## config.mk

```make
export PLATFORM = sky130hd
export DESIGN_NAME = nel_back
export DESIGN_NICKNAME = d
export VERILOG_FILES = /design/src/hdl/nel_pkg.sv /design/src/hdl/nel_back.sv
export SDC_FILE = /design/constraint.sdc
export NUM_CORES = 1
export LEC_CHECK = 0
export ABC_AREA = 1
export BUFFER_PORTS_ARGS = -buffer_cell sky130_fd_sc_hd__buf_2
export CORE_UTILIZATION = 39
export DETAILED_ROUTE_END_ITERATION = 10
export SYNTH_ARGS = -nofsm -noshare
export SYNTH_HDL_FRONTEND = slang
export SYNTH_SLANG_ARGS = --single-unit
```

## constraint.sdc

```tcl
create_clock -name clock -period 17.7 [get_ports clock]
set_input_delay 4.425 -clock clock [delete_from_list [all_inputs] [get_ports clock]]
set_output_delay 4.425 -clock clock [all_outputs]
set_load 0.03 [all_outputs]
```

## src/hdl/nel_pkg.sv

```systemverilog
// ----------------------------------------------------------------------------
// nel_pkg: shared types and constants for the nearest exon lookup
// Operation and status codes, default sizes and the back-end sequencer states.
// ----------------------------------------------------------------------------
package nel_pkg;

   localparam int DefTableDepth = 65536;
   localparam int DefNumChrom   = 24;
   localparam int DefPosWidth   = 28;
   localparam int ChromWidth    = 5;
   localparam int TagWidth      = 16;
   localparam int RadiusWidth   = 4;
   localparam logic [RadiusWidth-1:0] RadiusReset = 4'd5;

   typedef enum logic [1:0] {
      OP_LOAD  = 2'd0,
      OP_QUERY = 2'd1,
      OP_CLEAR = 2'd2,
      OP_NONE  = 2'd3
   } op_type;

   typedef enum logic [1:0] {
      ST_OK       = 2'd0,
      ST_ORDER    = 2'd1,
      ST_FULL     = 2'd2,
      ST_BADCHROM = 2'd3
   } status_type;

   // Back-end sequencer states.
   typedef enum logic [2:0] {
      BK_IDLE,
      BK_SEARCH_RD,
      BK_SEARCH_CMP,
      BK_SCAN_RD,
      BK_SCAN_CMP,
      BK_DONE
   } back_state_type;

endpackage

```

## src/hdl/nel_back.sv

```systemverilog
// ----------------------------------------------------------------------------
// nel_back: query sequencer
// Binary search for the landing index, then a window scan for the nearest
// entry, each table read followed by a compare state; non-query commands pass straight out.
// ----------------------------------------------------------------------------
module nel_back #(
   parameter int TABLE_DEPTH = 65536,
   parameter int POS_WIDTH   = 28,
   localparam int AW = $clog2(TABLE_DEPTH),
   localparam int CW = AW + 1
) (
   input  logic                         clock,
   input  logic                         reset,
   input  logic [nel_pkg::RadiusWidth-1:0] radius,
   input  logic                         cmd_valid,
   output logic                         cmd_pop,
   input  logic                         cmd_query,
   input  logic [1:0]                   cmd_status,
   input  logic [POS_WIDTH-1:0]         cmd_pos,
   input  logic [AW-1:0]                cmd_first,
   input  logic [CW-1:0]                cmd_count,
   output logic                         idle,
   output logic [AW-1:0]                rd_addr,
   input  logic [2*POS_WIDTH+nel_pkg::TagWidth-1:0] rd_data,
   output logic                         out_valid,
   input  logic                         out_stall,
   output logic [1:0]                   out_status,
   output logic                         out_found,
   output logic [nel_pkg::TagWidth-1:0] out_tag,
   output logic [POS_WIDTH-1:0]         out_start,
   output logic [POS_WIDTH-1:0]         out_dist
);
   import nel_pkg::*;

   // Signed window index needs room for count plus radius.
   localparam int JW = CW + 2;

   back_state_type state_ff, state_in;
   logic [CW-1:0]        lo_ff, lo_in, hi_ff, hi_in;
   logic [JW-1:0]        j_ff, j_in, jend_ff, jend_in;
   logic [POS_WIDTH-1:0] pos_ff, best_ff, best_in;
   logic [AW-1:0]        first_ff;
   logic [CW-1:0]        count_ff;
   logic                 have_ff, have_in;
   logic [TagWidth-1:0]  tag_ff, tag_in;
   logic [POS_WIDTH-1:0] nstart_ff, nstart_in;

   logic                 ov_ff;
   logic [1:0]           ostat_ff;
   logic                 ofound_ff;
   logic [TagWidth-1:0]  otag_ff;
   logic [POS_WIDTH-1:0] ostart_ff, odist_ff;

   logic [CW-1:0]        mid;
   logic [POS_WIDTH-1:0] rs, re, gap;
   logic [TagWidth-1:0]  rt;
   logic                 out_free;
   logic                 pass;
   logic                 start_q;
   logic [JW-1:0]        jlo;
   logic                 jok;

   assign {rs, re, rt} = rd_data;
   assign mid      = lo_ff + ((hi_ff - lo_ff) >> 1);
   assign out_free = !ov_ff || !out_stall;
   assign pass     = (state_ff == BK_IDLE) && cmd_valid && !cmd_query && out_free;
   assign start_q  = (state_ff == BK_IDLE) && cmd_valid && cmd_query;
   assign jok      = !j_ff[JW-1] && (j_ff[CW-1:0] < count_ff);
   assign idle     = (state_ff == BK_IDLE);

   // Distance from the query position to the entry just read.
   always_comb begin
      if (pos_ff >= rs && pos_ff <= re) begin
         gap = '0;
      end else if (pos_ff > re) begin
         gap = pos_ff - re;
      end else begin
         gap = rs - pos_ff;
      end
   end

   // Next state.
   always_comb begin
      state_in = state_ff;
      case (state_ff)
         BK_IDLE:       if (start_q) state_in = BK_SEARCH_RD;
         BK_SEARCH_RD:  state_in = (lo_ff < hi_ff) ? BK_SEARCH_CMP : BK_SCAN_RD;
         BK_SEARCH_CMP: state_in = BK_SEARCH_RD;
         BK_SCAN_RD: begin
            if ($signed(j_ff) > $signed(jend_ff)) begin
               state_in = BK_DONE;
            end else if (jok) begin
               state_in = BK_SCAN_CMP;
            end
         end
         BK_SCAN_CMP:   state_in = BK_SCAN_RD;
         BK_DONE:       if (out_free) state_in = BK_IDLE;
         default:       state_in = BK_IDLE;
      endcase
   end

   // Datapath updates per state.
   always_comb begin
      lo_in     = lo_ff;
      hi_in     = hi_ff;
      j_in      = j_ff;
      jend_in   = jend_ff;
      best_in   = best_ff;
      have_in   = have_ff;
      tag_in    = tag_ff;
      nstart_in = nstart_ff;
      jlo       = JW'(lo_ff) - JW'(radius);
      rd_addr   = first_ff + mid[AW-1:0];
      case (state_ff)
         BK_IDLE: begin
            lo_in   = '0;
            hi_in   = cmd_count;
            have_in = 1'b0;
         end
         BK_SEARCH_RD: begin
            j_in    = jlo;
            jend_in = JW'(lo_ff) + JW'(radius);
         end
         BK_SEARCH_CMP: begin
            if (rs < pos_ff) begin
               lo_in = mid + CW'(1);
            end else begin
               hi_in = mid;
            end
         end
         BK_SCAN_RD: begin
            rd_addr = first_ff + j_ff[AW-1:0];
            if (!jok) begin
               j_in = j_ff + JW'(1);
            end
         end
         BK_SCAN_CMP: begin
            if (!have_ff || gap < best_ff) begin
               have_in   = 1'b1;
               best_in   = gap;
               tag_in    = rt;
               nstart_in = rs;
            end
            j_in = j_ff + JW'(1);
         end
         default: ;
      endcase
   end

   always_ff @(posedge clock) begin
      if (reset) begin
         state_ff <= BK_IDLE;
      end else begin
         state_ff <= state_in;
      end
      lo_ff     <= lo_in;
      hi_ff     <= hi_in;
      j_ff      <= j_in;
      jend_ff   <= jend_in;
      best_ff   <= best_in;
      have_ff   <= have_in;
      tag_ff    <= tag_in;
      nstart_ff <= nstart_in;
      if (start_q) begin
         pos_ff   <= cmd_pos;
         first_ff <= cmd_first;
         count_ff <= cmd_count;
      end
   end

   // Output register.
   always_ff @(posedge clock) begin
      if (reset) begin
         ov_ff <= 1'b0;
      end else if (pass || (state_ff == BK_DONE && out_free)) begin
         ov_ff <= 1'b1;
      end else if (!out_stall) begin
         ov_ff <= 1'b0;
      end
      if (pass) begin
         ostat_ff  <= cmd_status;
         ofound_ff <= 1'b0;
         otag_ff   <= '0;
         ostart_ff <= '0;
         odist_ff  <= '0;
      end else if (state_ff == BK_DONE && out_free) begin
         ostat_ff  <= ST_OK;
         ofound_ff <= have_ff;
         otag_ff   <= have_ff ? tag_ff : '0;
         ostart_ff <= have_ff ? nstart_ff : '0;
         odist_ff  <= have_ff ? best_ff : '0;
      end
   end

   assign cmd_pop    = pass || start_q;
   assign out_valid  = ov_ff;
   assign out_status = ostat_ff;
   assign out_found  = ofound_ff;
   assign out_tag    = otag_ff;
   assign out_start  = ostart_ff;
   assign out_dist   = odist_ff;
endmodule

```

* Word-level counts from Yosys, hierarchy flattened
Cells that the tools add are included.
** Word-level totals
- Input bits :: 144
- Output and inout port bits :: 94
- Word-level logic and storage cells :: 100
- Bits in registers :: 285
** Operators by class
- Muxes and demuxes :: 24
- Equal/unequal tests :: 13
- $add $sub $neg :: 10
- $lt $le $gt $ge :: 8
- Reduce and logical (&&, ||, !) cells :: 27
** Operators by type and width (number)
- $mux W28 :: 4
- $pmux W17 S2 :: 2
- $pmux W19 S3 :: 1
- $lt A28 B28 Y1 :: 2
- $sub A28 B28 Y28 :: 2
- $lt A17 B17 Y1 :: 2
- $mux W17 :: 2
- $add A16 B16 Y16 :: 2
- $mux W16 :: 2
- $ge A28 B28 Y1 :: 1
- $gt A28 B28 Y1 :: 1
- $le A28 B28 Y1 :: 1
- $add A19 B1 Y19 const B :: 1
- $gt A19 B19 Y1 :: 1
- $mux W19 :: 1
- $add A17 B4 Y18 :: 1
- $pmux W3 S6 :: 1
- $sub A17 B4 Y18 :: 1
- $add A17 B1 Y17 const B :: 1
- $add A17 B16 Y17 :: 1
- $sub A17 B17 Y17 :: 1
- $mux W3 :: 4
- $ne A2 B2 Y1 const B :: 5
- $reduce_and A2 Y1 :: 5
- other kinds (15) :: 37

* Longest topological paths before layout
- Depth in word-level cells :: 7
- Gate-level depth with buffers :: 28
- Mapped depth without buffers :: 28

* Worst setup path after synthesis
Ideal clock, no wire load.
- Path kind :: input to output
- From :: in cmd_valid
- To :: out cmd_pop
- Slack :: 8.199 ns
- Buffers on the path :: 0
- Data required time :: 13.275 ns
- Arrival :: 5.076 ns
- Cell stages on the path :: 4
- Cells stage by stage :: inv_1 nor2_1 inv_1 a21oi_1
** On the way
- Word-level cells in the longest chain between the ends :: 4
- Elaborated cells on any way between the ends :: 5
- Those cells by class :: 5 x reduce/logical
** Ends and longest elaborated chain
- start, declared :: line nel_back.sv:15 : input logic cmd_valid,
- $logic_and A1 B1 Y1 * :: line nel_back.sv:66, nel_back.sv:67
- $logic_and A1 B1 Y1 (2 in a row) :: line nel_back.sv:66 : assign pass = (state_ff == BK_IDLE) && cmd_valid && !cmd_query && out_free;
- $logic_or A1 B1 Y1 * :: line nel_back.sv:195 : assign cmd_pop = pass || start_q;
- end, declared :: line nel_back.sv:16 : output logic cmd_pop,
Mark *: on every way between the ends. The rest lies on a longest branch, timed or not.

* Worst setup path after layout
- From :: reg lo_ff[0]
- To :: out rd_addr[15]
** On the way
- Word-level cells in the longest chain between the ends :: 4
** Ends and longest elaborated chain
- start, declared :: line nel_back.sv:39 : logic [CW-1:0] lo_ff, lo_in, hi_ff, hi_in;
- start signal, assigned :: line nel_back.sv:156 : lo_ff <= lo_in;
- $sub A17 B17 Y17 :: line nel_back.sv:64 : assign mid = lo_ff + ((hi_ff - lo_ff) >> 1);
- $add A17 B16 Y17 * :: line nel_back.sv:64
- $add A16 B16 Y16 * :: line nel_back.sv:113 : rd_addr = first_ff + mid[AW-1:0];
- $mux W16 * :: line nel_back.sv:114 : case (state_ff)
- end, declared :: line nel_back.sv:23 : output logic [AW-1:0] rd_addr,
Marks and branches as above.

==> impl_metrics.env <==
export IMPL_path_common_cell="nand2_1"
export IMPL_drive_gt1_share_pct=15.2
export IMPL_crit_type="register to primary output"
export IMPL_synth_top_family_by_area="simple AND/OR/NAND/NOR gates"
export IMPL_status="finished clean"
export IMPL_cts_max_level=2
export IMPL_muxShareOfSynthArea_pct=0
export IMPL_synth_enable_flop_cells=207
export IMPL_cts_resized=0
export IMPL_synth_async_reset_ratio_pct=0
export IMPL_n_antenna_cell=0
export IMPL_worstMarginPinSlew_ns=0.974
export IMPL_period_share_pct=59.7
export IMPL_yosys_warnings=0
export IMPL_io_pins=238
export IMPL_viasPerCell=5.12
export IMPL_slew_limit_headroom_pct=35.1
export IMPL_cts_max_path_buffers=3
export IMPL_synth_compound_area_share_pct=14.8
export IMPL_cp_slowest_cell="o21ai_0"
export IMPL_yosysSeqAreaShare_pct=43.2
export IMPL_crit_chain="ha_1 > fa_1 > o21ai_0 > a21oi_1 > o21ai_0 > nand3_1 > nand2_1 > xor2_1 > ha_1 > a21oi_1 > o21ai_2 > nand2_1 > nand2_1 > xnor2_1 > o21ai_0 > ha_1 > inv_1 > nor3_1 > nand4_1 > nand2_1 > xnor2_1 > xnor2_1 > inv_1 > buf_2"
export IMPL_drt_iter0_drc=1027
export IMPL_grt_max_degree=75
export IMPL_ant_nets=0
export IMPL_max_stage_delay_ns=0.45
export IMPL_synth_seq_cells=284
export IMPL_core_mm2=0.0454
export IMPL_drv_cap=0
export IMPL_gp_congestion=0.948
export IMPL_hold_path_class="register to register"
export IMPL_path_buf_inv=3
export IMPL_hold_buffers=0
export IMPL_rows=78
export IMPL_synth_adder_area_share_pct=13.2
export IMPL_crit_path_end="rd_addr[15]"
export IMPL_worst_setup_path_end_kind="primary output"
export IMPL_grt_pass1_wl_mm=81.2
export IMPL_cts_buffers=35
export IMPL_r2r_cells=24
export IMPL_area_growth_pct=17.3
export IMPL_dp_hpwl_mm=41.7
export IMPL_synth_xor_area_share_pct=5.49
export IMPL_slew_violations=0
export IMPL_drc=0
export IMPL_yosysTopAreaCellShare_pct=34.6
export IMPL_worst_path_stages=24
export IMPL_start_kind="register"
export IMPL_r2r_setup_slack_ns=12.07
export IMPL_dieArea_mm2=0.0469
export IMPL_grt_usage_pct=22.3
export IMPL_fin_crit_ns=10.56
export IMPL_start_util_pct=39.6
export IMPL_syn_area_per_cell_um2=8.77
export IMPL_fin_skew_ns=0.0207
export IMPL_vias=14976
export IMPL_startpoint="lo_ff[0]$_SDFFCE_PP0P_"
export IMPL_fin_setup_tns_ns=0
export IMPL_finalSetupViolCount=0
export IMPL_dominantRegCellSynth="edfxtp_1"
export IMPL_synth_simple_area_share_pct=15.5
export IMPL_reg2reg_to="nstart_ff[8]$_DFFE_PP_"
export IMPL_gr_total_overflow=0
export IMPL_wl_per_cell_um=18.0
export IMPL_max_freq_mhz=94.7
export IMPL_cts_tree="done"
export IMPL_netlist_instances=2047
export IMPL_path_max_fanout=6
export IMPL_clk_latency_ns=0.55
export IMPL_dr_pass1_iters=5
export IMPL_synth_nets=2376
export IMPL_yosysUniqueCellTypes=57
export IMPL_clk_pin_slew_ns=0.06
export IMPL_r2r_start="pos_ff[24]$_DFFE_PP_"
export IMPL_crit_required_ns=13.28
export IMPL_fp_dieW_um=217
export IMPL_nNetsFinal=2629
export IMPL_totalWireLength_mm=52.6
export IMPL_numPortBuffers=237
export IMPL_post_cts_setup_buffer_count=0
export IMPL_synth_area_mm2=0.0179
export IMPL_cts_root_buf="clkbuf_16"
export IMPL_path_delay_family="compound AO/OA/AOI/OAI gates"
export IMPL_final_hold_viol_count=0
export IMPL_arrival_ns=6.14
export IMPL_dieHeight_um=217
export IMPL_yosysTopAreaCell="edfxtp_1"
export IMPL_rsz0062_at_grt="false"
export IMPL_clkSinkCount=284
export IMPL_antenna_found_initial=4
export IMPL_synth_area_leaders="edfxtp_1 (35%), ha_1 (12%), dfxtp_1 (8.6%)"
export IMPL_grt_pass1_vias=15084
==> how the worst min path moves through the flow <==
| stage | cells after the start | to | start | slack (ns) |
|---|---|---|---|---|
| after floorplan | 2 | out_start[27]$_SDFFE_PP0P_ | nstart_ff[27]$_DFFE_PP_ | 0.44 |
| after global placement | 2 | out_found$_SDFFE_PP0P_ | out_found$_SDFFE_PP0P_ | 0.44 |
| after detailed placement | 2 | out_found$_SDFFE_PP0P_ | out_found$_SDFFE_PP0P_ | 0.44 |
| after CTS | 2 | out_found$_SDFFE_PP0P_ | out_found$_SDFFE_PP0P_ | 0.45 |
| after global routing | 1 | out_start[26]$_SDFFE_PP0P_ | nstart_ff[26]$_DFFE_PP_ | 0.47 |
| final | 2 | out_found$_SDFFE_PP0P_ | out_found$_SDFFE_PP0P_ | 0.45 |
==> flip-flops by register name (all words and copies together), names as in the netlist <==
name	flops
hi_ff	17
best_ff	28
count_ff	17
have_ff	1
state_ff	3
out_tag	16
out_found	1
nstart_ff	28
out_start	28
out_valid	1
jend_ff	18
tag_ff	16
out_dist	28
lo_ff	17
first_ff	16
pos_ff	28
out_status	2
j_ff	19
==> logic make-up after synthesis <==
| family | count (synthesis) |
|---|---|
| DFF | 284 |
| AOI/OAI and AO/OA | 436 |
| and+or+nand+nor | 661 |
| buffers and inverters | 372 |
| adders and majority gates | 185 |
| xor gates and xnor gates | 109 |
==> per-stage QoR <==
stage,instance area (um^2),setup slack [ns],util [%],hold WS (ns),instances
6_report,21100,7.14,46.4,0.450,2925
5_1_grt,21100,6.84,46.4,0.471,2925
4_1_cts,21100,7.17,46.4,0.453,2925
3_5_place_dp,19900,7.77,43.8,0.438,2863
2_1_floorplan,17900,8.20,-,0.441,2047
3_3_place_gp,19900,7.95,43.8,0.435,2863
==> worst register-to-register path, delay by kind of cell, from the launching register on <==
family                   cells  cell delay (ns)
adder cells (fa/ha/maj)      2             0.70
buffers and inverters        5             1.37
flip-flops                   1             0.44
AND/OR/NAND/NOR             12             1.63
AO/OA/AOI/OAI                5             1.07
==> per-layer routing <==
layer	global-route usage [%]	wire length (um)
met1	27.8	22500
met2	38.6	25500
met3	3.34	2740
met4	8.69	1870
met5	0	40
==> area by class of cell <==
| class | instances | area (um^2) |
|---|---|---|
| clock inverter | 7 | 37.5 |
| multi-input combinational | 1391 | 8830 |
| fill | 4387 | 24300 |
| sequential | 284 | 7760 |
| clock buffer | 55 | 1130 |
| tap | 600 | 751 |
| inverter | 339 | 1270 |
| timing repair buffer | 249 | 1280 |
==> cell usage after synthesis, types with 9 or more instances <==
library cell,number
xor2_1,74
edfxtp_1,207
inv_1,326
o21ai_1,12
a21o_1,9
clkbuf_1,23
a31oi_1,19
nor2_1,164
a22oi_1,28
inv_2,11
a21oi_1,162
a22o_1,42
dfxtp_1,77
nand4_1,20
a211oi_1,18
nand2_1,348
nand3_1,67
ha_1,178
xnor2_1,31
o21ai_0,95
nor3_1,28
==> placed cells by master, fill, tap and decap left out, types with 4 or more instances in the layout <==
master and n:
nand2_1 348, inv_1 325, buf_2 237, edfxtp_1 207, ha_1 178, nor2_1 162, a21oi_1 162, o21ai_0 94
dfxtp_1 77, xor2_1 74, nand3_1 67, a22o_1 42, clkbuf_16 40, xnor2_1 31, a22oi_1 28, nor3_1 26
nand4_1 20, a211oi_1 18, a31oi_1 18, o21ai_1 13, inv_2 12, buf_4 12, a21o_1 9, o21bai_1 8
clkbuf_1 8, o31ai_1 7, nor3_2 7, o21a_1 7, fa_1 7, clkbuf_8 7, o21ai_2 6, nand2_2 5
nor4_1 5, clkinv_2 5, o211ai_1 4, xor2_2 4
Power is left out: the tool's default activity adds up to more than one toggle a clock period on the data nets, which glitch-free logic cannot reach.
