[config.mk]
export PLATFORM = sky130hd
export DESIGN_NAME = nel_ram
export DESIGN_NICKNAME = d
export VERILOG_FILES = /design/src/hdl/nel_ram.sv
export SDC_FILE = /design/constraint.sdc
export NUM_CORES = 1
export LEC_CHECK = 0
export BUFFER_PORTS_ARGS = -buffer_cell sky130_fd_sc_hd__buf_2
export CAP_MARGIN = 10
export CORE_UTILIZATION = 35
export DETAILED_ROUTE_END_ITERATION = 10
export PLACE_DENSITY_LB_ADDON = 0.12
export SLEW_MARGIN = 20
export SYNTH_ARGS = -nofsm -noshare
export SYNTH_HDL_FRONTEND = slang
export SYNTH_SLANG_ARGS = --single-unit
[constraint.sdc]
create_clock -name clock -period 2.6 [get_ports clock]
set_input_delay 0.39 -clock clock [delete_from_list [all_inputs] [get_ports clock]]
set_output_delay 0.39 -clock clock [all_outputs]
set_load 0.05 [all_outputs]
[src/hdl/nel_ram.sv]
// ----------------------------------------------------------------------------
// nel_ram: generic simple dual-port RAM
// One write port and one read port, read data registered.
// ----------------------------------------------------------------------------
module nel_ram #(
   parameter int WIDTH = 8,
   parameter int DEPTH = 16
) (
   input  logic                     clock,
   input  logic                     wr_en,
   input  logic [$clog2(DEPTH)-1:0] wr_addr,
   input  logic [WIDTH-1:0]         wr_data,
   input  logic [$clog2(DEPTH)-1:0] rd_addr,
   output logic [WIDTH-1:0]         rd_data
);
   logic [WIDTH-1:0] mem [DEPTH];
   logic [WIDTH-1:0] rd_data_ff;

   // Write and registered read.
   always_ff @(posedge clock) begin
      if (wr_en) begin
         mem[wr_addr] <= wr_data;
      end
      rd_data_ff <= mem[rd_addr];
   end

   assign rd_data = rd_data_ff;
endmodule

Word-level counts from Yosys, hierarchy flattened

Memories as Yosys holds them, arrays and structs flattened. A register that Yosys moved wholly into a read port is not among the register bits.
Index checks and enable logic that the tools add are counted.
Widths: inputs -> output; s select.

Output and inout port bits: 8
Input port bits: 18
Bits in writable memories: 128
Memories kept: 1
Bits in registers: 0

Muxes and demuxes: 2

Memory list:

| memory | depth | width | read ports | clocked after memory_dff | wr ports | line | RTL |
|---|---|---|---|---|---|---|---|
| mem    | 16    | 8     | 1          | 1                        | 1        | 16   | `logic [WIDTH-1:0] mem [DEPTH];` |

Operator list:

| kind   | number |
|---|---|
| $mux 1 | 2 |

Depth between registers and ports, before layout

Gate-level depths: netlist of run 1.

Word-level depth: 2
Depth in mapped cells: 5
Depth with buffers taken out: 3

Worst setup path after synthesis of run 1

OpenSTA, ideal clock, no wires.

Path kind: input port to flip-flop
Start: input wr_addr[2]
End: memory mem[0][0] (enable)
Data required time: 2.217 ns
Setup slack: 0.717 ns
Setup time: 0.383 ns
Path buffers: 0
Cell stages on the path: 2
Arrival: 1.500 ns
Path through: or3b_2 -> nor3_1

RTL lines:

| item            | line | RTL |
|---|---|---|
| start, declared | 11   | `input logic [$clog2(DEPTH)-1:0] wr_addr,` |
| end, declared   | 16   |  |

No word-level cell before the write port.

Worst setup path after layout of run 1

Start: input wr_addr[2]
End: memory mem[2][0] (enable)

No word-level cell before the write port.

==> results of run 1 <==
[through the flow]
step,util (%),worst slack [ns],std cells,area [um2]
CTS,43.8,0.981,476,6180
global route,43.8,0.910,476,6180
detailed placement,39.6,0.539,444,5590
finish,43.8,0.992,476,6180
global placement,39.6,0.520,444,5590
floorplan,-,0.717,229,5150
[routing by layer]
layer  wire, um  global-route usage (%)
met1       4970                    22.2
met5          0                       0
met2       4690                    21.9
met3        423                    4.43
met4        146                    6.33
[registers in the layout, summed over array words and instances, names as in the netlist]
register	cells
mem	128
rd_data	8
[layout make-up]
cell class                 instances  area share, %
clock buffer                      19           7.01
sequential                       136           64.8
clock inverter                    13           2.57
tap                              180           3.65
multi-input combinational         83           17.1
timing repair buffer              45           4.86
[cells in the mapped netlist (all sizes together)]
| library cell | instances |
|---|---|
| nor3 | 4 |
| dfxtp | 8 |
| nand3 | 1 |
| and2 | 1 |
| and2b | 1 |
| clkdlybuf4s25 | 3 |
| mux4 | 32 |
| buf | 7 |
| or3b | 1 |
| nor2 | 13 |
| edfxtp | 128 |
| nand3b | 2 |
| nand2b | 2 |
| a22oi | 16 |
| nand2 | 9 |
| nor2b | 1 |
[cells by family after synthesis]
| family | after synthesis |
|---|---|
| multiplexers | 32 |
| AO/OA/AOI/OAI | 16 |
| AND/OR/NAND/NOR | 35 |
| flip-flops | 136 |
| buffers and inverters | 10 |
[where the power goes]
group          switching (mW)  internal, mW
combinational           0.180         0.100
clock                   0.808          1.58
sequential             0.0131          2.45
[worst register-to-register path, cell delays in order (launching register included)]
cell and delay, ns:
edfxtp_1 0.37, mux4_1 0.54, a22oi_1 0.29, nand2_1 0.08
[final timing paths]
path | from | to | depth (start not counted)
min | wr_data[1] | mem[1][1]$_DFFE_PP_ | 1
max | wr_addr[2] | mem[2][0]$_DFFE_PP_ | 3
max reg2reg | mem[0][2]$_DFFE_PP_ | rd_data[2]$_DFF_P_ | 3
min reg2reg | mem[14][6]$_DFFE_PP_ | rd_data[6]$_DFF_P_ | 3
==> impl_metrics.env, run 1 <==
export IMPL_synth_area_mm2=0.00515
export IMPL_synth_fp_nets=247
export IMPL_skew_ns=0.0143
export IMPL_r2r_slack_ns=1.21
export IMPL_total_power_mw=5.13
export IMPL_rows=43
export IMPL_drt_first_pass_iters=4
export IMPL_drt_iter0_markers=165
export IMPL_area_delta_synth_final_pct=20.0
export IMPL_wire_per_inst_um=21.5
export IMPL_cts_root_buf="clkbuf_16"
export IMPL_power_density_mw_per_mm2=830
export IMPL_slew_headroom_pct=47.7
export IMPL_irDropWorstVdd_mv=0.485
export IMPL_setup_tns_ns=0
export IMPL_crit_chain="buf_2 -> or3b_2 -> nor2_1"
export IMPL_fin_crit_sh_pct=61.8
export IMPL_ys_types=19
export IMPL_hp_class="primary input to register"
export IMPL_antenna_cells=0
export IMPL_vias=2364
export IMPL_hold_viol=0
export IMPL_vias_per_cell=4.97
export IMPL_multi_input_area_mm2=0.00106
export IMPL_cts_resized_gates=0
export IMPL_syn_avg_cell_area_um2=22.5
export IMPL_cts_tree="built"
export IMPL_synth_seq_area_share_pct=77.8
export IMPL_worstPathRequired_ns=2.64
export IMPL_ios=26
export IMPL_clock_sink_count=136
export IMPL_post_cts_setup_buffers=0
export IMPL_rsz0062_at_grt="no"
export IMPL_drc=0
export IMPL_synth_compound_area_share_pct=2.33
export IMPL_muxShareOfSynthArea_pct=15.0
export IMPL_nFillCells=1235
export IMPL_place_congestion=0.721
export IMPL_yosys_area_top_type="edfxtp_1"
export IMPL_setup_viol=0
export IMPL_final_cell_mix="edfxtp_1 (128), buf_2 (25), mux4_2 (18), buf_4 (18), clkbuf_16 (17)"
export IMPL_clk_pin_slew_ns=0.05
export IMPL_critPathMaxStageDelay_ns=0.62
export IMPL_final_common_cell="edfxtp_1"
export IMPL_synth_fa_ha_area_share_pct=0
export IMPL_worstSkewPairLatency_ns=0.41
export IMPL_grt_usage_pct=15.4
export IMPL_maxCapViolations=0
export IMPL_cts_max_level=4
export IMPL_status="finished, final reports clean"
export IMPL_whs_ns=0.366
export IMPL_grt_pass1_vias=2447
export IMPL_die_height_um=123
export IMPL_fin_nets=301
export IMPL_cts_buffers=17
export IMPL_netlist_instances=229
export IMPL_startpoint_type="primary input"
export IMPL_synth_area_leaders="edfxtp_1 (75%), mux4_2 (7.9%), mux4_1 (7.1%)"
export IMPL_crit_type="primary input to register"
export IMPL_cts_buffer_depth=2
export IMPL_totalWireLength_um=10200
export IMPL_io_buffers=25
export IMPL_cp_num_buf_inv=1
export IMPL_cp_end_kind="register"
export IMPL_grt_max_degree=21
export IMPL_regArea_mm2=0.00400
export IMPL_post_dp_hpwl_um=6750
export IMPL_die_w_um=123
export IMPL_synth_xor_area_share_pct=0
export IMPL_slowest_stage="nor2_1"
export IMPL_grt_pass1_wl_um=15600
export IMPL_core_area_mm2=0.0141
export IMPL_postCtsHoldBufs=0
export IMPL_yosysTopAreaCellShare_pct=74.7
export IMPL_fin_crit_ns=1.61
export IMPL_antenna_found_initial=0
export IMPL_drv_slew=0
export IMPL_yosys_warnings=0
export IMPL_synth_simple_gate_area_share_pct=3.18
export IMPL_path_delay_family="simple AND/OR/NAND/NOR gates"
export IMPL_drive_gt1_share_pct=30.1
export IMPL_antenna_left=0
export IMPL_ys_ff_latch=136
export IMPL_max_freq_mhz=622
export IMPL_synth_top_family_by_area="multiplexers"
export IMPL_grt_overflow_total=0
export IMPL_cp_arrival_ns=1.65
export IMPL_tightest_slew_ns=0.782
export IMPL_initial_core_util_pct=36.5
export IMPL_dieArea_mm2=0.0152
export IMPL_cp_max_fo=8
export IMPL_power_leakage_nw=2.10
No activity file was read; power rests on OpenSTA's default activity.
==> run 2: changes to the inputs <==
Clock period 2.6 ns to 1.68 ns, I/O delays scaled along.
==> run 2 against run 1 <==
Critical path depth unchanged; clock-buffer cell count rose by 10; largest power group unchanged; critical endpoint is now rd_data[7]$_DFF_P_; register-to-register slack worse by 0.86 ns; highest routed layer unchanged.
==> impl_metrics.env, run 2 (same netlist as run 1, synthesis figures left out) <==
export IMPL_max_freq_mhz=751
export IMPL_cts_root_buf="clkbuf_16"
export IMPL_final_util_pct=43.9
export IMPL_dp_cells=449
export IMPL_fin_crit_ns=1.33
export IMPL_cts_buffers=17
export IMPL_instances_no_fill=481
export IMPL_rsz0062_at_grt="no"
export IMPL_r2r_cells=3
export IMPL_die_height_um=123
export IMPL_whs_ns=0.228
export IMPL_r2r_slack_ns=0.35
export IMPL_slew_headroom_pct=46.9
export IMPL_startpoint_type="register"
export IMPL_drv_slew=0
export IMPL_place_congestion=0.674
export IMPL_status="finished, final reports clean"
export IMPL_skew_ns=0.0103
export IMPL_post_cts_setup_buffers=0
export IMPL_totalWireLength_um=10200
export IMPL_final_common_cell="edfxtp_1"
export IMPL_cp_max_fo=1
export IMPL_cp_arrival_ns=1.62
export IMPL_grt_usage_pct=15.2
export IMPL_hold_viol=0
export IMPL_io_buffers=25
export IMPL_power_density_mw_per_mm2=1240
export IMPL_whs_path_depth=1
export IMPL_nFillCells=1242
export IMPL_clock_sink_count=136
export IMPL_top_register="mem"
export IMPL_antenna_found_initial=0
export IMPL_grt_pass1_vias=2506
export IMPL_die_w_um=123
export IMPL_worstPathRequired_ns=1.97
export IMPL_hold_start="wr_data[4]"
export IMPL_antenna_left=0
export IMPL_setup_viol=0
export IMPL_drt_iter0_markers=162
export IMPL_holdPathEnd="mem[8][4]$_DFFE_PP_"
export IMPL_critPathMaxStageDelay_ns=0.47
export IMPL_cts_resized_gates=0
export IMPL_largest_register_ffs=128
export IMPL_clk_pin_slew_ns=0.06
export IMPL_worstSkewPairLatency_ns=0.41
export IMPL_maxCapViolations=0
export IMPL_irDropWorstVdd_mv=0.586
export IMPL_drc=0
export IMPL_final_cell_mix="edfxtp_1 (128), buf_2 (25), buf_4 (22)"
export IMPL_vias_per_cell=4.95
export IMPL_initial_core_util_pct=36.5
export IMPL_slowest_stage="mux4_2"
export IMPL_hp_class="primary input to register"
export IMPL_grt_max_degree=20
export IMPL_ios=26
export IMPL_cts_tree="built"
export IMPL_tightest_slew_ns=0.795
export IMPL_cts_max_level=4
export IMPL_vias=2381
export IMPL_post_dp_hpwl_um=6860
export IMPL_drt_first_pass_iters=5
export IMPL_crit_type="register to register"
export IMPL_drive_gt1_share_pct=31.2
export IMPL_worstReg2RegStart="mem[11][7]$_DFFE_PP_"
export IMPL_area_delta_synth_final_pct=20.3
export IMPL_path_delay_family="multiplexers"
export IMPL_grt_overflow_total=0
export IMPL_wire_per_inst_um=21.2
export IMPL_core_area_mm2=0.0141
export IMPL_fin_crit_sh_pct=79.3
export IMPL_rows=43
export IMPL_cts_buffer_depth=2
export IMPL_cp_num_buf_inv=0
export IMPL_cp_end_kind="register"
export IMPL_dieArea_mm2=0.0152
export IMPL_fin_nets=306
export IMPL_postCtsHoldBufs=0
export IMPL_antenna_cells=0
export IMPL_power_leakage_nw=2.11
export IMPL_grt_pass1_wl_um=15500
export IMPL_r2r_end="rd_data[7]$_DFF_P_"
export IMPL_crit_chain="mux4_2 -> a22oi_1 -> nand2_1"
-- run 2: changes by cell type in the layout (fill, tap and decap cells not counted), sizes merged --
| cell | change |
|---|---|
| buf | +5 |
| clkbuf | +10 |
| bufinv | -3 |
| clkinv | -7 |
-- run 2: cell type report --
cell class | instances | area [um2] | area share, %
Tap cell | 180 | 225 | 3.64
Multi-Input combinational cell | 83 | 1060 | 17.2
Timing Repair Buffer | 50 | 350 | 5.66
Sequential cell | 136 | 4000 | 64.7
Clock buffer | 29 | 510 | 8.24
Clock inverter | 3 | 40.0 | 0.647
-- run 2: metrics by stage --
stage               area [um2]  setup TNS, ns  setup slack [ns]  power (mW)
detailed placement        5640         -0.149           -0.0975        4.33
global placement          5640         -0.147           -0.0780        4.33
finish                    6190              0             0.348        7.68
CTS                       6190              0             0.307        7.77
floorplan                 5150              0             0.162        4.15
global route              6190              0             0.248        7.94
-- run 2: worst max-delay path by stage --
stage                         start                   to  cells past startpoint
2_1_floorplan            wr_addr[2]  mem[3][0]$_DFFE_PP_                      2
6_report       mem[11][7]$_DFFE_PP_   rd_data[7]$_DFF_P_                      3
4_1_cts         mem[0][1]$_DFFE_PP_   rd_data[1]$_DFF_P_                      3
3_3_place_gp             rd_addr[0]   rd_data[1]$_DFF_P_                      5
3_5_place_dp             rd_addr[0]   rd_data[1]$_DFF_P_                      5
5_1_grt         mem[1][1]$_DFFE_PP_   rd_data[1]$_DFF_P_                      3
-- run 2: metal layers --
layer	share of wire [%]	vias to the layer above	wire length, um	GRT usage, %
met5	0	-	0	0
met1	45	1219	4570	20.0
li1	-	1092	-	-
met3	4.6	13	471	3.41
met2	49	57	4990	23.7
met4	1.6	0	168	7.91
-- run 2: worst register-to-register path, delay by kind of cell, from the launching register on --
| family | cells | cell delay [ns] |
|---|---|---|
| muxes | 1 | 0.47 |
| and+or+nand+nor | 1 | 0.08 |
| AOI/OAI and AO/OA | 1 | 0.29 |
| DFF | 1 | 0.37 |
-- run 2: where the power goes --
group	internal (mW)	switching [mW]
registers	3.80	0.0217
clock network	2.19	1.24
logic	0.162	0.274
total	6.15	1.53
==> run 3: changes to the inputs <==
Clock period 1.68 ns to 1.15 ns, I/O delays scaled along.
==> run 3 against run 2 <==
The flow now finishes with violations (setup timing); setup slack got worse by 0.45 ns; global-route usage increased by 0.90 points; combinational power increased by 75%; fmax increased by 6.8%; utilization increased by 2.1 points; clock-buffer cell count decreased by 9; critical path depth unchanged; sequential power increased by 46%; cell area increased by 4.8%; clock power increased by 65%; critical endpoint is now rd_data[4]$_DFF_P_.
==> impl_metrics.env, run 3 (same netlist as run 1, synthesis figures left out) <==
export IMPL_status="finished, violations left"
export IMPL_violations="setup timing"
export IMPL_worstSkewPairLatency_ns=0.41
export IMPL_crit_type="register to register"
export IMPL_critPathMaxStageDelay_ns=0.49
export IMPL_drv_slew=0
export IMPL_maxCapViolations=0
export IMPL_initial_core_util_pct=36.5
export IMPL_vias=2426
export IMPL_antenna_found_initial=0
export IMPL_hold_viol=0
export IMPL_grt_max_degree=17
export IMPL_final_util_pct=46.1
export IMPL_core_area_mm2=0.0141
export IMPL_drc=0
export IMPL_totalWireLength_um=10800
export IMPL_grt_pass1_vias=2663
export IMPL_antenna_left=0
export IMPL_vias_per_cell=4.94
export IMPL_cp_end_kind="register"
export IMPL_io_buffers=25
export IMPL_final_cell_mix="edfxtp_1 (128), mux4_2 (32), buf_4 (30)"
export IMPL_path_delay_family="multiplexers"
export IMPL_instances_no_fill=491
export IMPL_drt_first_pass_iters=4
export IMPL_power_leakage_nw=2.17
export IMPL_final_common_cell="edfxtp_1"
export IMPL_drive_gt1_share_pct=44.4
export IMPL_clk_pin_slew_ns=0.05
export IMPL_dp_cells=460
export IMPL_skew_ns=0.00678
export IMPL_layout_setup_ws_ns=-0.0975
export IMPL_slowest_stage="mux4_2"
export IMPL_grt_pass1_wl_um=16300
export IMPL_cts_max_level=4
export IMPL_total_power_mw=12.0
export IMPL_tightest_slew_ns=1.09
export IMPL_cp_arrival_ns=1.55
export IMPL_dieArea_mm2=0.0152
export IMPL_cp_max_fo=1
export IMPL_die_height_um=123
export IMPL_slew_headroom_pct=27.4
export IMPL_largest_register_ffs=128
export IMPL_power_density_mw_per_mm2=1850
export IMPL_irDropWorstVdd_mv=1.02
export IMPL_top_register="mem"
export IMPL_grt_usage_pct=16.1
export IMPL_worstPathRequired_ns=1.45
export IMPL_cp_num_buf_inv=0
export IMPL_rsz0062_at_grt="yes"
export IMPL_clock_sink_count=136
export IMPL_area_delta_synth_final_pct=26.1
export IMPL_startpoint_type="register"
export IMPL_max_freq_mhz=802
export IMPL_whs_ns=0.133
export IMPL_grt_overflow_total=0
export IMPL_antenna_cells=0
export IMPL_fin_crit_ns=1.25
export IMPL_wire_per_inst_um=22.0
export IMPL_cts_tree="built"
export IMPL_crit_chain="mux4_2 -> a22oi_2 -> nand2_1"
export IMPL_drt_iter0_markers=141
export IMPL_fin_nets=316
export IMPL_post_dp_hpwl_um=7030
export IMPL_hp_class="primary input to register"
export IMPL_pre_cts_slack_ns=-0.504
export IMPL_postCtsHoldBufs=0
export IMPL_cts_buffer_depth=2
export IMPL_place_congestion=0.678
export IMPL_ios=26
export IMPL_cts_buffers=17
export IMPL_setup_viol=8
export IMPL_rows=43
export IMPL_die_w_um=123
export IMPL_cts_root_buf="clkbuf_16"
export IMPL_fin_crit_sh_pct=108
==> run 3: worst register-to-register path, cell delays in order, from the launching register on <==
cell,delay [ns]
edfxtp_1,0.35
mux4_2,0.49
a22oi_2,0.22
nand2_1,0.08
==> run 3: through the flow <==
| stage | instance area [um2] | TNS (ns) |
|---|---|---|
| after floorplan | 5180 | -2.18 |
| after global routing | 6490 | -1.06 |
| after detailed placement | 5800 | -23.29 |
| final | 6490 | -0.548 |
| after CTS | 6490 | -0.724 |
| after global placement | 5800 | -22.45 |
==> run 3: cell type report <==
type                    count  area, um2
fillers                  1207       7600
clock inverters            12        180
multi-input cells          83       1110
well taps                 180        225
flip-flops and latches    136       4010
clock buffers              20        437
repair buffers             60        536
==> run 3: path summary, 6_finish.rpt <==
kind	from	to	slack [ns]	cells after the start
worst min register to register	mem[12][6]$_DFFE_PP_	rd_data[6]$_DFF_P_	0.67	3
worst min-delay path	wr_data[3]	mem[4][3]$_DFFE_PP_	0.13	1
worst max-delay path	mem[3][4]$_DFFE_PP_	rd_data[4]$_DFF_P_	-0.1	3
worst max register to register	mem[3][4]$_DFFE_PP_	rd_data[4]$_DFF_P_	-0.1	3
==> run 3: where the power goes <==
group          total [mW]  switching [mW]  internal, mW
Combinational       0.761           0.436         0.325
Sequential           5.59          0.0416          5.55
Clock                5.67            1.87          3.80
==> run 3: what timing repair did <==
action	CTS	global route
resized for setup	25	1
setup endpoints to repair	16	10
buffers inserted	0	0
endpoints found under the hold margin	0	0
pin swaps	6	1
==> run 3: metal layers <==
metal	track usage, %	routed length [um]	vias up	share of wire, %
li1	-	-	1096	-
met1	20.7	4920	1270	46
met2	25.8	5440	50	50
met3	4.80	311	10	2.9
met4	6.10	123	0	1.1
met5	0	0	-	0
